===== src/satenc_pkg.sv =====
package satenc_pkg;

	localparam int MAX_SIDE     = 1024;
	localparam int MAX_CHANNELS = 1024;
	localparam int MAX_IMAGES   = 64;
	localparam int VALUE_BITS   = 32;

	// Result queue depth and pointer width
	localparam int OUTQ_DEPTH = 4;
	localparam int OUTQ_PTR_W = $clog2(OUTQ_DEPTH);
	localparam int OUTQ_CNT_W = $clog2(OUTQ_DEPTH + 1);

	localparam logic [19:0] RUN_MAX = 20'hFFFFF;
	localparam logic [20:0] NZ_MAX  = 21'h1FFFFF;

	// Register indexes of the write port
	localparam logic [2:0] REG_NUM_IMAGES   = 3'd0;
	localparam logic [2:0] REG_NUM_CHANNELS = 3'd1;
	localparam logic [2:0] REG_ROW_START    = 3'd2;
	localparam logic [2:0] REG_ROW_COUNT    = 3'd3;
	localparam logic [2:0] REG_COL_START    = 3'd4;
	localparam logic [2:0] REG_COL_COUNT    = 3'd5;

	// Result kinds
	localparam logic KIND_ENTRY   = 1'b0;
	localparam logic KIND_TRAILER = 1'b1;

	typedef struct packed {
		logic [6:0]  num_images;
		logic [10:0] num_channels;
		logic [9:0]  row_start;
		logic [10:0] row_count;
		logic [9:0]  col_start;
		logic [10:0] col_count;
	} cfg_t;

	typedef struct packed {
		logic                  kind;
		logic [VALUE_BITS-1:0] nonzero_value;
		logic [19:0]           zero_run;
		logic [5:0]            image_index;
		logic [9:0]            channel_index;
		logic [9:0]            row_index;
		logic [9:0]            col_index;
		logic [20:0]           plane_nonzeros;
		logic                  plane_end;
	} result_t;

	// Write strobes into the result queue; a lone result always takes the first slot
	typedef struct packed {
		logic first;
		logic second;
	} push_t;

	// Zero count acts as one, oversized count acts as the cap
	function automatic logic [10:0] eff_side(input logic [10:0] v);
		logic [10:0] r;
		if (v == 11'd0) begin
			r = 11'd1;
		end else if (v > 11'(MAX_SIDE)) begin
			r = 11'(MAX_SIDE);
		end else begin
			r = v;
		end
		return r;
	endfunction

	function automatic logic [10:0] eff_chan(input logic [10:0] v);
		logic [10:0] r;
		if (v == 11'd0) begin
			r = 11'd1;
		end else if (v > 11'(MAX_CHANNELS)) begin
			r = 11'(MAX_CHANNELS);
		end else begin
			r = v;
		end
		return r;
	endfunction

	function automatic logic [6:0] eff_img(input logic [6:0] v);
		logic [6:0] r;
		if (v == 7'd0) begin
			r = 7'd1;
		end else if (v > 7'(MAX_IMAGES)) begin
			r = 7'(MAX_IMAGES);
		end else begin
			r = v;
		end
		return r;
	endfunction

endpackage


===== src/satenc_walk.sv =====
module satenc_walk
	import satenc_pkg::*;
(
	input  logic                  clk,
	input  logic                  arst_n,
	input  cfg_t                  cfg,
	input  logic                  advance,
	input  logic [VALUE_BITS-1:0] element,
	output push_t                 push,
	output result_t               res_first,
	output result_t               res_second
);

	logic [19:0] run_q;
	logic [20:0] nz_q;
	logic [5:0]  image_q;
	logic [9:0]  chan_q;
	logic [9:0]  row_q;
	logic [9:0]  col_q;

	logic        is_nz;
	logic [20:0] nz_inc;
	logic        col_wrap;
	logic        row_wrap;
	logic        chan_wrap;
	logic        img_wrap;
	logic        plane_done;
	result_t     entry;
	result_t     trailer;

	// Zero test ignores the sign bit
	assign is_nz = |element[VALUE_BITS-2:0];

	assign nz_inc = (is_nz && nz_q != NZ_MAX) ? nz_q + 21'd1 : nz_q;

	assign col_wrap   = ({1'b0, col_q} + 11'd1) >= eff_side(cfg.col_count);
	assign row_wrap   = ({1'b0, row_q} + 11'd1) >= eff_side(cfg.row_count);
	assign chan_wrap  = ({1'b0, chan_q} + 11'd1) >= eff_chan(cfg.num_channels);
	assign img_wrap   = ({1'b0, image_q} + 7'd1) >= eff_img(cfg.num_images);
	assign plane_done = col_wrap && row_wrap;

	// Build entry and trailer from the current position
	always_comb begin
		entry.kind           = KIND_ENTRY;
		entry.nonzero_value  = element;
		entry.zero_run       = run_q;
		entry.image_index    = image_q;
		entry.channel_index  = chan_q;
		entry.row_index      = cfg.row_start + row_q;
		entry.col_index      = cfg.col_start + col_q;
		entry.plane_nonzeros = '0;
		entry.plane_end      = 1'b0;

		trailer.kind           = KIND_TRAILER;
		trailer.nonzero_value  = '0;
		trailer.zero_run       = '0;
		trailer.image_index    = image_q;
		trailer.channel_index  = chan_q;
		trailer.row_index      = '0;
		trailer.col_index      = '0;
		trailer.plane_nonzeros = nz_inc;
		trailer.plane_end      = 1'b1;
	end

	// Entry goes first when both are produced
	assign res_first   = is_nz ? entry : trailer;
	assign res_second  = trailer;
	assign push.first  = advance && (is_nz || plane_done);
	assign push.second = advance && is_nz && plane_done;

	// Advance counters and position on each processed request
	always_ff @(posedge clk or negedge arst_n) begin
		if (!arst_n) begin
			run_q   <= '0;
			nz_q    <= '0;
			image_q <= '0;
			chan_q  <= '0;
			row_q   <= '0;
			col_q   <= '0;
		end else if (advance) begin
			if (plane_done || is_nz) begin
				run_q <= '0;
			end else if (run_q != RUN_MAX) begin
				run_q <= run_q + 20'd1;
			end
			nz_q <= plane_done ? 21'd0 : nz_inc;

			if (col_wrap) begin
				col_q <= '0;
				row_q <= row_wrap ? 10'd0 : row_q + 10'd1;
			end else begin
				col_q <= col_q + 10'd1;
			end

			if (plane_done) begin
				if (chan_wrap) begin
					chan_q  <= '0;
					image_q <= img_wrap ? 6'd0 : image_q + 6'd1;
				end else begin
					chan_q <= chan_q + 10'd1;
				end
			end
		end
	end

	// A finished plane clears its counters and returns to the tile origin
	assert property (@(posedge clk) disable iff (!arst_n)
		(advance && plane_done) |=> (run_q == 20'd0 && nz_q == 21'd0
			&& row_q == 10'd0 && col_q == 10'd0))
		else $error("plane close did not clear counters");

	// A nonzero restarts the zero run
	assert property (@(posedge clk) disable iff (!arst_n)
		(advance && is_nz) |=> (run_q == 20'd0))
		else $error("zero run not restarted after nonzero");

	// Two results only when the plane ends on a nonzero
	assert property (@(posedge clk) disable iff (!arst_n)
		push.second |-> (push.first && res_first.kind == KIND_ENTRY
			&& res_second.kind == KIND_TRAILER))
		else $error("result pair out of order");

endmodule


===== src/satenc_outq.sv =====
module satenc_outq
	import satenc_pkg::*;
(
	input  logic    clk,
	input  logic    arst_n,
	input  push_t   push,
	input  result_t wr_first,
	input  result_t wr_second,
	output logic    room2,
	input  logic    pop,
	output logic    rd_valid,
	output result_t rd_data
);

	result_t               mem_q [OUTQ_DEPTH];
	logic [OUTQ_PTR_W-1:0] wr_ptr_q;
	logic [OUTQ_PTR_W-1:0] rd_ptr_q;
	logic [OUTQ_CNT_W-1:0] count_q;
	logic [OUTQ_PTR_W-1:0] wr_ptr_nx;
	logic [OUTQ_CNT_W-1:0] n_push;
	logic                  do_pop;

	assign wr_ptr_nx = wr_ptr_q + OUTQ_PTR_W'(1);
	assign n_push    = OUTQ_CNT_W'(push.first) + OUTQ_CNT_W'(push.second);
	assign do_pop    = pop && rd_valid;

	assign room2    = count_q <= OUTQ_CNT_W'(OUTQ_DEPTH - 2);
	assign rd_valid = count_q != '0;
	assign rd_data  = mem_q[rd_ptr_q];

	// Store up to two results per cycle
	always_ff @(posedge clk) begin
		if (push.first) begin
			mem_q[wr_ptr_q] <= wr_first;
		end
		if (push.second) begin
			mem_q[wr_ptr_nx] <= wr_second;
		end
	end

	// Track pointers and fill level
	always_ff @(posedge clk or negedge arst_n) begin
		if (!arst_n) begin
			wr_ptr_q <= '0;
			rd_ptr_q <= '0;
			count_q  <= '0;
		end else begin
			wr_ptr_q <= wr_ptr_q + OUTQ_PTR_W'(n_push);
			if (do_pop) begin
				rd_ptr_q <= rd_ptr_q + OUTQ_PTR_W'(1);
			end
			count_q <= count_q + n_push - OUTQ_CNT_W'(do_pop);
		end
	end

	assert property (@(posedge clk) disable iff (!arst_n)
		count_q <= OUTQ_CNT_W'(OUTQ_DEPTH))
		else $error("result queue overflow");

	assert property (@(posedge clk) disable iff (!arst_n)
		push.first |-> room2)
		else $error("push into queue without room");

	assert property (@(posedge clk) disable iff (!arst_n)
		push.second |-> push.first)
		else $error("second slot written without first");

	assert property (@(posedge clk) disable iff (!arst_n)
		(!push.first && !do_pop) |=> (count_q == $past(count_q)))
		else $error("queue level changed while idle");

endmodule


===== src/sparse_activation_tile_encoder_core.sv =====
// Zero-run sparse encoder for one activation tile. Elements enter one per cycle in
// image, channel, row, column order; each nonzero yields an entry (value, zeros
// skipped, absolute coordinates), each finished plane a trailer with its nonzero
// count, and trailing zeros yield nothing. An element is taken every cycle while
// the four-deep result queue holds two results or fewer; results leave at one per
// cycle while out_ready is high, so with a ready output only a plane that ends on a
// nonzero (two results from one element) can slow the input, and then to the output
// rate. A request is held in an input register, then its results enter the queue.
// Configuration writes take effect at once and must be made while no request is in flight.
module sparse_activation_tile_encoder_core
	import satenc_pkg::*;
(
	input  logic                  clk,
	input  logic                  arst_n,

	input  logic                  cfg_we,
	input  logic [2:0]            cfg_index,
	input  logic [10:0]           cfg_data,

	input  logic                  in_valid,
	output logic                  in_ready,
	input  logic [VALUE_BITS-1:0] element,

	output logic                  out_valid,
	input  logic                  out_ready,
	output logic                  kind,
	output logic [VALUE_BITS-1:0] nonzero_value,
	output logic [19:0]           zero_run,
	output logic [5:0]            image_index,
	output logic [9:0]            channel_index,
	output logic [9:0]            row_index,
	output logic [9:0]            col_index,
	output logic [20:0]           plane_nonzeros,
	output logic                  plane_end
);

	cfg_t                  cfg_q;
	logic [VALUE_BITS-1:0] element_s1;
	logic                  valid_s1;
	logic                  advance;
	logic                  room2;
	push_t                 push;
	result_t               res_first;
	result_t               res_second;
	result_t               head;

	// Hold configuration registers
	always_ff @(posedge clk or negedge arst_n) begin
		if (!arst_n) begin
			cfg_q.num_images   <= 7'd1;
			cfg_q.num_channels <= 11'd1;
			cfg_q.row_start    <= 10'd0;
			cfg_q.row_count    <= 11'd1;
			cfg_q.col_start    <= 10'd0;
			cfg_q.col_count    <= 11'd1;
		end else if (cfg_we) begin
			unique case (cfg_index)
				REG_NUM_IMAGES:   cfg_q.num_images   <= cfg_data[6:0];
				REG_NUM_CHANNELS: cfg_q.num_channels <= cfg_data;
				REG_ROW_START:    cfg_q.row_start    <= cfg_data[9:0];
				REG_ROW_COUNT:    cfg_q.row_count    <= cfg_data;
				REG_COL_START:    cfg_q.col_start    <= cfg_data[9:0];
				REG_COL_COUNT:    cfg_q.col_count    <= cfg_data;
				default:          ;
			endcase
		end
	end

	// Process the held request once the queue has room for two results
	assign advance  = valid_s1 && room2;
	assign in_ready = !valid_s1 || advance;

	always_ff @(posedge clk or negedge arst_n) begin
		if (!arst_n) begin
			valid_s1 <= 1'b0;
		end else if (in_ready) begin
			valid_s1 <= in_valid;
		end
	end

	always_ff @(posedge clk) begin
		if (in_valid && in_ready) begin
			element_s1 <= element;
		end
	end

	satenc_walk u_walk (
		.clk        (clk),
		.arst_n     (arst_n),
		.cfg        (cfg_q),
		.advance    (advance),
		.element    (element_s1),
		.push       (push),
		.res_first  (res_first),
		.res_second (res_second)
	);

	satenc_outq u_outq (
		.clk       (clk),
		.arst_n    (arst_n),
		.push      (push),
		.wr_first  (res_first),
		.wr_second (res_second),
		.room2     (room2),
		.pop       (out_ready),
		.rd_valid  (out_valid),
		.rd_data   (head)
	);

	// Drive result ports from the queue head
	assign kind           = head.kind;
	assign nonzero_value  = head.nonzero_value;
	assign zero_run       = head.zero_run;
	assign image_index    = head.image_index;
	assign channel_index  = head.channel_index;
	assign row_index      = head.row_index;
	assign col_index      = head.col_index;
	assign plane_nonzeros = head.plane_nonzeros;
	assign plane_end      = head.plane_end;

	// A held request is never dropped: if not processed it stays held
	assert property (@(posedge clk) disable iff (!arst_n)
		(valid_s1 && !advance) |=> (valid_s1 && $stable(element_s1)))
		else $error("stalled request lost");

	// Input stalls only when the result queue lacks room for two results
	assert property (@(posedge clk) disable iff (!arst_n)
		!in_ready |-> (valid_s1 && !room2))
		else $error("input stalled without cause");

	// Results only appear from processed requests
	assert property (@(posedge clk) disable iff (!arst_n)
		(push.first || push.second) |-> advance)
		else $error("result pushed without request");

endmodule


===== config.mk =====
export PLATFORM = sky130hd
export DESIGN_NAME = sparse_activation_tile_encoder_core
export DESIGN_NICKNAME = d
export VERILOG_FILES = /design/src/satenc_pkg.sv /design/src/satenc_walk.sv /design/src/satenc_outq.sv /design/src/sparse_activation_tile_encoder_core.sv
export SDC_FILE = /design/constraint.sdc
export NUM_CORES = 1
export LEC_CHECK = 0
export BUFFER_PORTS_ARGS = -buffer_cell sky130_fd_sc_hd__buf_2
export CAP_MARGIN = 15
export CORE_ASPECT_RATIO = 0.5
export CORE_MARGIN = 2
export CORE_UTILIZATION = 50
export DETAILED_ROUTE_END_ITERATION = 8
export PLACE_DENSITY_LB_ADDON = 0.1
export SKIP_LAST_GASP = 1
export SYNTH_ARGS = -nofsm -noshare
export SYNTH_HDL_FRONTEND = slang
export SYNTH_SLANG_ARGS = --single-unit

===== constraint.sdc =====
create_clock -name clk -period 13.22 [get_ports clk]
set_input_delay 0.661 -clock clk [delete_from_list [all_inputs] [get_ports clk]]
set_output_delay 0.661 -clock clk [all_outputs]
set_load 0.03 [all_outputs]

# After elaboration in Yosys (flattened, before gate mapping)
# Memory sizes are Yosys's and may differ from the RTL's.
# Cells that the tools add are included.
# totals
in_bits,51
latch_bits,0
output_inout_bits,113
reg_bits,177
n_memories,1
romBits,0
ram_bits,444
# mem_list
memory,depth,word_bits,rd,rd_clocked_by_memory_dff,write_ports,line_no,rtl
u_outq.mem_q,4,111,1,0,2,satenc_outq.sv:15,result_t mem_q [OUTQ_DEPTH];
# op_classes
order_cmp,9
bitwise_logic,0
n_mul,0
reduce_logical,29
eq_ne,7
shift,0
n_mux,21
n_addsub,18
div,0
# ops
op,count
$mux 111,1
$mux 11,6
$mux 21,2
$mux 20,2
$add 10x1->11 const B,3
$ge 11x11->1,3
$gt 11x11->1 const B,3
$logic_not 11->1,3
$reduce_or 31->1,1
$add 10x1->10 const B,3
$mux 10,3
$add 21x1->21 const B,1
$ne 21x21->1 const B,1
$add 10x10->10,2
$add 20x1->20 const B,1
$ne 20x20->1 const B,1
$reduce_and 2->1,9
$mux 7,2
$logic_and 1x1->1,8
$add 6x1->7 const B,1
$ge 7x7->1,1
$gt 7x7->1 const B,1
$logic_not 7->1,1
$add 6x1->6 const B,1
other kinds (17),24

# Longest topological paths before layout
# logic_depth
ltp_word,10
mapped_depth,20
ltp_nobuf,18

# Cells and area by module
# Synthesis repeated with hierarchy kept, for this count alone.
# hier_totals
hier_cells,2246
hier_area_um2,32772.7
# modules_own_cells
mod,cells_per_inst,seq_area_each_um2,n_inst,area_per_inst_um2
satenc_outq,1113,13508.0,1,21698.3
satenc_walk,965,1926.8,1,7758.7
sparse_activation_tile_encoder_core,168,2492.4,1,3315.7

# Worst setup path after synthesis
# OpenSTA, ideal clock, no wires.
# synth_path
path_type,register -> register
start,reg u_walk.col_q[0]
end,reg u_outq.count_q[2]
synth_period_minus_slack_ps,4159
path_slack_ps,9061
arrival_ps,4037
path_stages_with_launch,17
setup_time_ps,123
cell_sequence,dfrtp_1 > ha_1 > and3_1 > nand3_1 > nor2_1 > xor2_1 > ha_1 > a21oi_1 > o21ai_0 > a31oi_1 > nand2_1 > a21oi_1 > nor2_1 > ha_1 > ha_1 > fa_1 > xnor2_1
# synth_via
elab_chain_cells,8
word_cells_on_any_way,9
classes_between,add/sub (4); order compare (1); reduce/logical (4)
# synth_rtl
item,line_no,rtl
from (decl),satenc_walk.sv:19,logic [9:0] col_q;
from (signal assigned),satenc_walk.sv:92,col_q <= col_q + 10'd1;
$add 10x1->11 *,satenc_walk.sv:36,"assign col_wrap = ({1'b0, col_q} + 11'd1) >= eff_side(cfg.col_count);"
$ge 11x11->1 *,satenc_walk.sv:36,
$logic_and 1x1->1 *,satenc_walk.sv:40,assign plane_done = col_wrap && row_wrap;
$logic_or 1x1->1,satenc_walk.sv:68,assign push.first = advance && (is_nz || plane_done);
$logic_and 1x1->1,satenc_walk.sv:68,
$add 1x1->2 *,satenc_outq.sv:24,assign n_push = OUTQ_CNT_W'(push.first) + OUTQ_CNT_W'(push.second);
$add 3x3->3 *,satenc_outq.sv:52,count_q <= count_q + n_push - OUTQ_CNT_W'(do_pop);
$sub 3x1->3 *,satenc_outq.sv:52,
to (signal assigned),satenc_outq.sv:52,
to (decl),satenc_outq.sv:18,logic [OUTQ_CNT_W-1:0] count_q;
# Every way passes the cells marked *; elsewhere a longest branch is shown, timed or not.
# A chain may end at the register's enable or synchronous reset.

# Final worst setup path
# Same ends and word-level chain as after synthesis.

==> summary.txt <==
Yosys
  – Post-synth EDFFs: 180
  – XOR/XNOR share of the synthesized area: 1.96%
  – Post-synthesis cell count: 2307
  – Synth Area per Inst: 12.0 sq um
  – Main combinational cell family by area after synthesis: compound AO/OA/AOI/OAI gates
  – Synth Register Bits: 617
  – Async set-reset flop share out of synthesis: 23.5%
  – Post-Syn Area: 0.0278 sq mm
  – Simple-Gate Fraction of Synth Area: 10.1%
  – Yosys warns: 0
  – Synth Area in Adders: 3.33%
  – Unique masters post-synth: 69
  – Most used DFF post-synth: dfxtp_1
  – Sequential cell area fraction in the yosys report: 53.6%
  – Post-synthesis compound-gate area fraction: 16.0%
  – Syn_nets: 2430
  – Mux contribution to synthesized area: 11.8%

GRT
  – Largest net degree at the start of global routing: 99
  – Initial antenna violation count: 1
  – Vias in the first global route: 19089
  – GRT Util Overall: 24.9%
  – First-pass GRT wire length: 112 mm
  – Overflow after GRT: 0

Floorplan
  – Die X: 337 microns
  – DIE AREA: 0.0576 sq mm
  – Die H: 171 microns
  – I/O pin count: 164
  – Core Area: 0.0552 sq mm
  – FP Rows: 61
  – Starting Density: 50.3%

Critical path
  – Setup slack, reg-to-reg: 7.76 ns
  – Worst Path Required: 13.73 ns
  – CP Max Fanout: 16
  – Reg2reg path depth: 16
  – FF-to-FF Start: u_walk.col_q[0]
  – R2r endpoint: u_outq.count_q[2]
  – Critical path type: reg2reg
  – CP Capture Type: flip-flop
  – CP Launch Type: flip-flop
  – CP Data Arrival Time: 5.97 ns

Pwr
  – Max VDD drop: 0.112 mV
  – Pleak: 12.3 nW
  – Pwr per Cell Area: 225 mW/mm^2

Clocking
  – CTS root buf: clkbuf_16
  – Number of post-CTS setup repair buffers: 0
  – Total CTS buffers: 55
  – TritonCTS clock tree: done
  – CTS sink count: 617
  – Htree depth: 2
  – Clock Pin Slew Worst Setup and Hold Paths: 0.07 ns
  – # hold bufs at CTS: 0
  – Longest Clk Path Bufs: 3
  – Post-cts repair resize count: 0
  – Skew-Pair Late Insertion Delay: 0.62 ns

Timing
  – Post-route setup slack: 7.76 ns
  – Clock Skews: 0.0292 ns
  – Max-slew violation count: 0
  – Slew of the pin with the lowest slew margin: 1.07 ns
  – Setup TNS: 0 ns
  – Final setup violation count: 0
  – Achievable Freq: 183 MHz
  – RSZ-0062 raised after global routing: false
  – Slew headroom: 28.5%
  – Tcrit/Tclk final: 41.3%
  – Fin crit period: 5.46 ns
  – Final hold vios: 0

Placement
  – PortBufs: 163
  – Post-place setup slack: 7.85 ns
  – Dpl cell area: 0.0291 sq mm
  – Total placed cells including tap cells: 3082
  – RD Place Congestion: 0.830
  – Placed wire-length estimate: 43.3 mm

Route
  – Number of DRC markers in iteration 0: 1646
  – Routed vias: 19379
  – Detailed Routing Iterations Pass 1: 5
  – Vias per Instance: 6.07
  – Wire length per cell: 22.5 microns
  – DR DRC count: 0
  – Final ANT Viol Nets: 0
  – Final WL: 71.8 mm

Cells and area
  – Commonest non-fill, non-tap cell in the layout: dfxtp_1
  – Share of cells above drive strength 1: 19.9%
  – Design Area, Final: 0.0309 sq mm
  – Area delta synth->final: 11.3%
  – Most frequent cells in the layout: dfxtp_1 (292), nand2_1 (210), edfxtp_1 (180)
  – Layout net count: 2508
  – Finished Layout Cells: 3190

Run status
  – Status: finished clean

Hold path
  – Min-delay worst type: in2async

Job
  – Max-cap viol count: 0
==> sequential cells by signal (all words and copies together) (netlist names) <==
name / count
u_outq.mem_q: 440
cfg_q: 60
element_s1: 32
u_walk.nz_q: 21
u_walk.run_q: 20
u_walk.chan_q: 10
u_walk.col_q: 10
u_walk.row_q: 10
u_walk.image_q: 6
u_outq.count_q: 3
u_outq.rd_ptr_q: 2
u_outq.wr_ptr_q: 2
valid_s1: 1
==> cells by family (layout without fill, tap and decap cells) <==
| family | count (synthesis) | after routing |
|---|---|---|
| other cells | 0 | 2 |
| xor+xnor | 62 | 62 |
| simple gates | 567 | 567 |
| mux | 183 | 183 |
| flops | 617 | 617 |
| buf+inv | 210 | 335 |
| fa+ha+maj | 72 | 72 |
| compound gates | 596 | 596 |
==> metrics by stage <==
step                total power [mW]  utilization, %  hold slack (ns)
floorplan                       4.65               -            0.365
global placement                5.36            52.7            0.435
detailed placement              5.40            52.7            0.441
CTS                             7.02            55.9            0.143
global route                    7.33            56.0            0.181
finish                          6.96            56.0            0.126
==> cell usage after synthesis (all sizes together), types with 36 or more instances <==
cell type | instances | share of area [%]
a22o | 169 | 5.3
and2 | 82 | 1.8
dfxtp | 292 | 21
a32o | 88 | 3.2
nor2 | 84 | 1.4
mux4 | 110 | 8.9
ha | 69 | 3.1
edfxtp | 180 | 19
a21oi | 81 | 1.5
nand3 | 73 | 1.3
mux2 | 64 | 2.6
clkbuf | 102 | 1.4
dfrtp | 141 | 13
o21ai | 120 | 2.2
xnor2 | 36 | 1.1
buf | 77 | 1.5
nand2 | 211 | 2.9
==> cell type report <==
class / count / area, sq um
fill: 4699 / 24300
timing repair buffer: 200 / 1110
inverter: 31 / 116
multi-input combinational: 1480 / 12000
tap: 756 / 946
antenna: 2 / 5.00
clock buffer: 95 / 1700
sequential: 617 / 14900
clock inverter: 9 / 87.6
==> where the power goes <==
part	switching, mW	internal [mW]	leakage, nW	total (mW)
Clock	0.732	0.876	0.867	1.61
Sequential	0.335	2.46	6.01	2.80
Combinational	1.54	1.02	5.40	2.56
Total	2.61	4.36	12.3	6.96
==> how the worst max path moves through the flow <==
stage	end	from	cells past startpoint	slack, ns
after floorplan	u_outq.count_q[2]	u_walk.col_q[0]	16	9.06
after global placement	u_outq.count_q[2]	u_walk.col_q[0]	16	8.10
after detailed placement	u_outq.count_q[2]	u_walk.col_q[0]	16	7.85
after CTS	u_outq.count_q[2]	u_walk.col_q[0]	16	7.83
after global routing	u_outq.count_q[2]	u_walk.col_q[0]	16	7.23
final	u_outq.count_q[2]	u_walk.col_q[0]	16	7.76
==> routing by layer <==
layer / routed length [microns] / vias up / global-route usage (%)
met4: 1260 / 0 / 5.51
met5: 0 / - / 0
met3: 4110 / 90 / 4.15
li1: - / 8957 / -
met1: 33700 / 9783 / 36.1
met2: 32700 / 549 / 39.5
==> worst max-delay path, cell delays in order (launching register included) <==
cell     delay (ns)
dfrtp_1        0.47
ha_1           0.26
and3_1         0.21
nand3_1        0.21
nor2_1         0.19
xor2_1         0.22
ha_1           0.28
a21oi_1        0.14
o21ai_0        0.13
a31oi_1        0.58
nand2_1        0.59
a21oi_1        0.62
nor2_1         0.31
ha_1           0.40
ha_1           0.22
fa_1           0.38
xnor2_1        0.14
No activity file was read; power rests on OpenSTA's default activity.
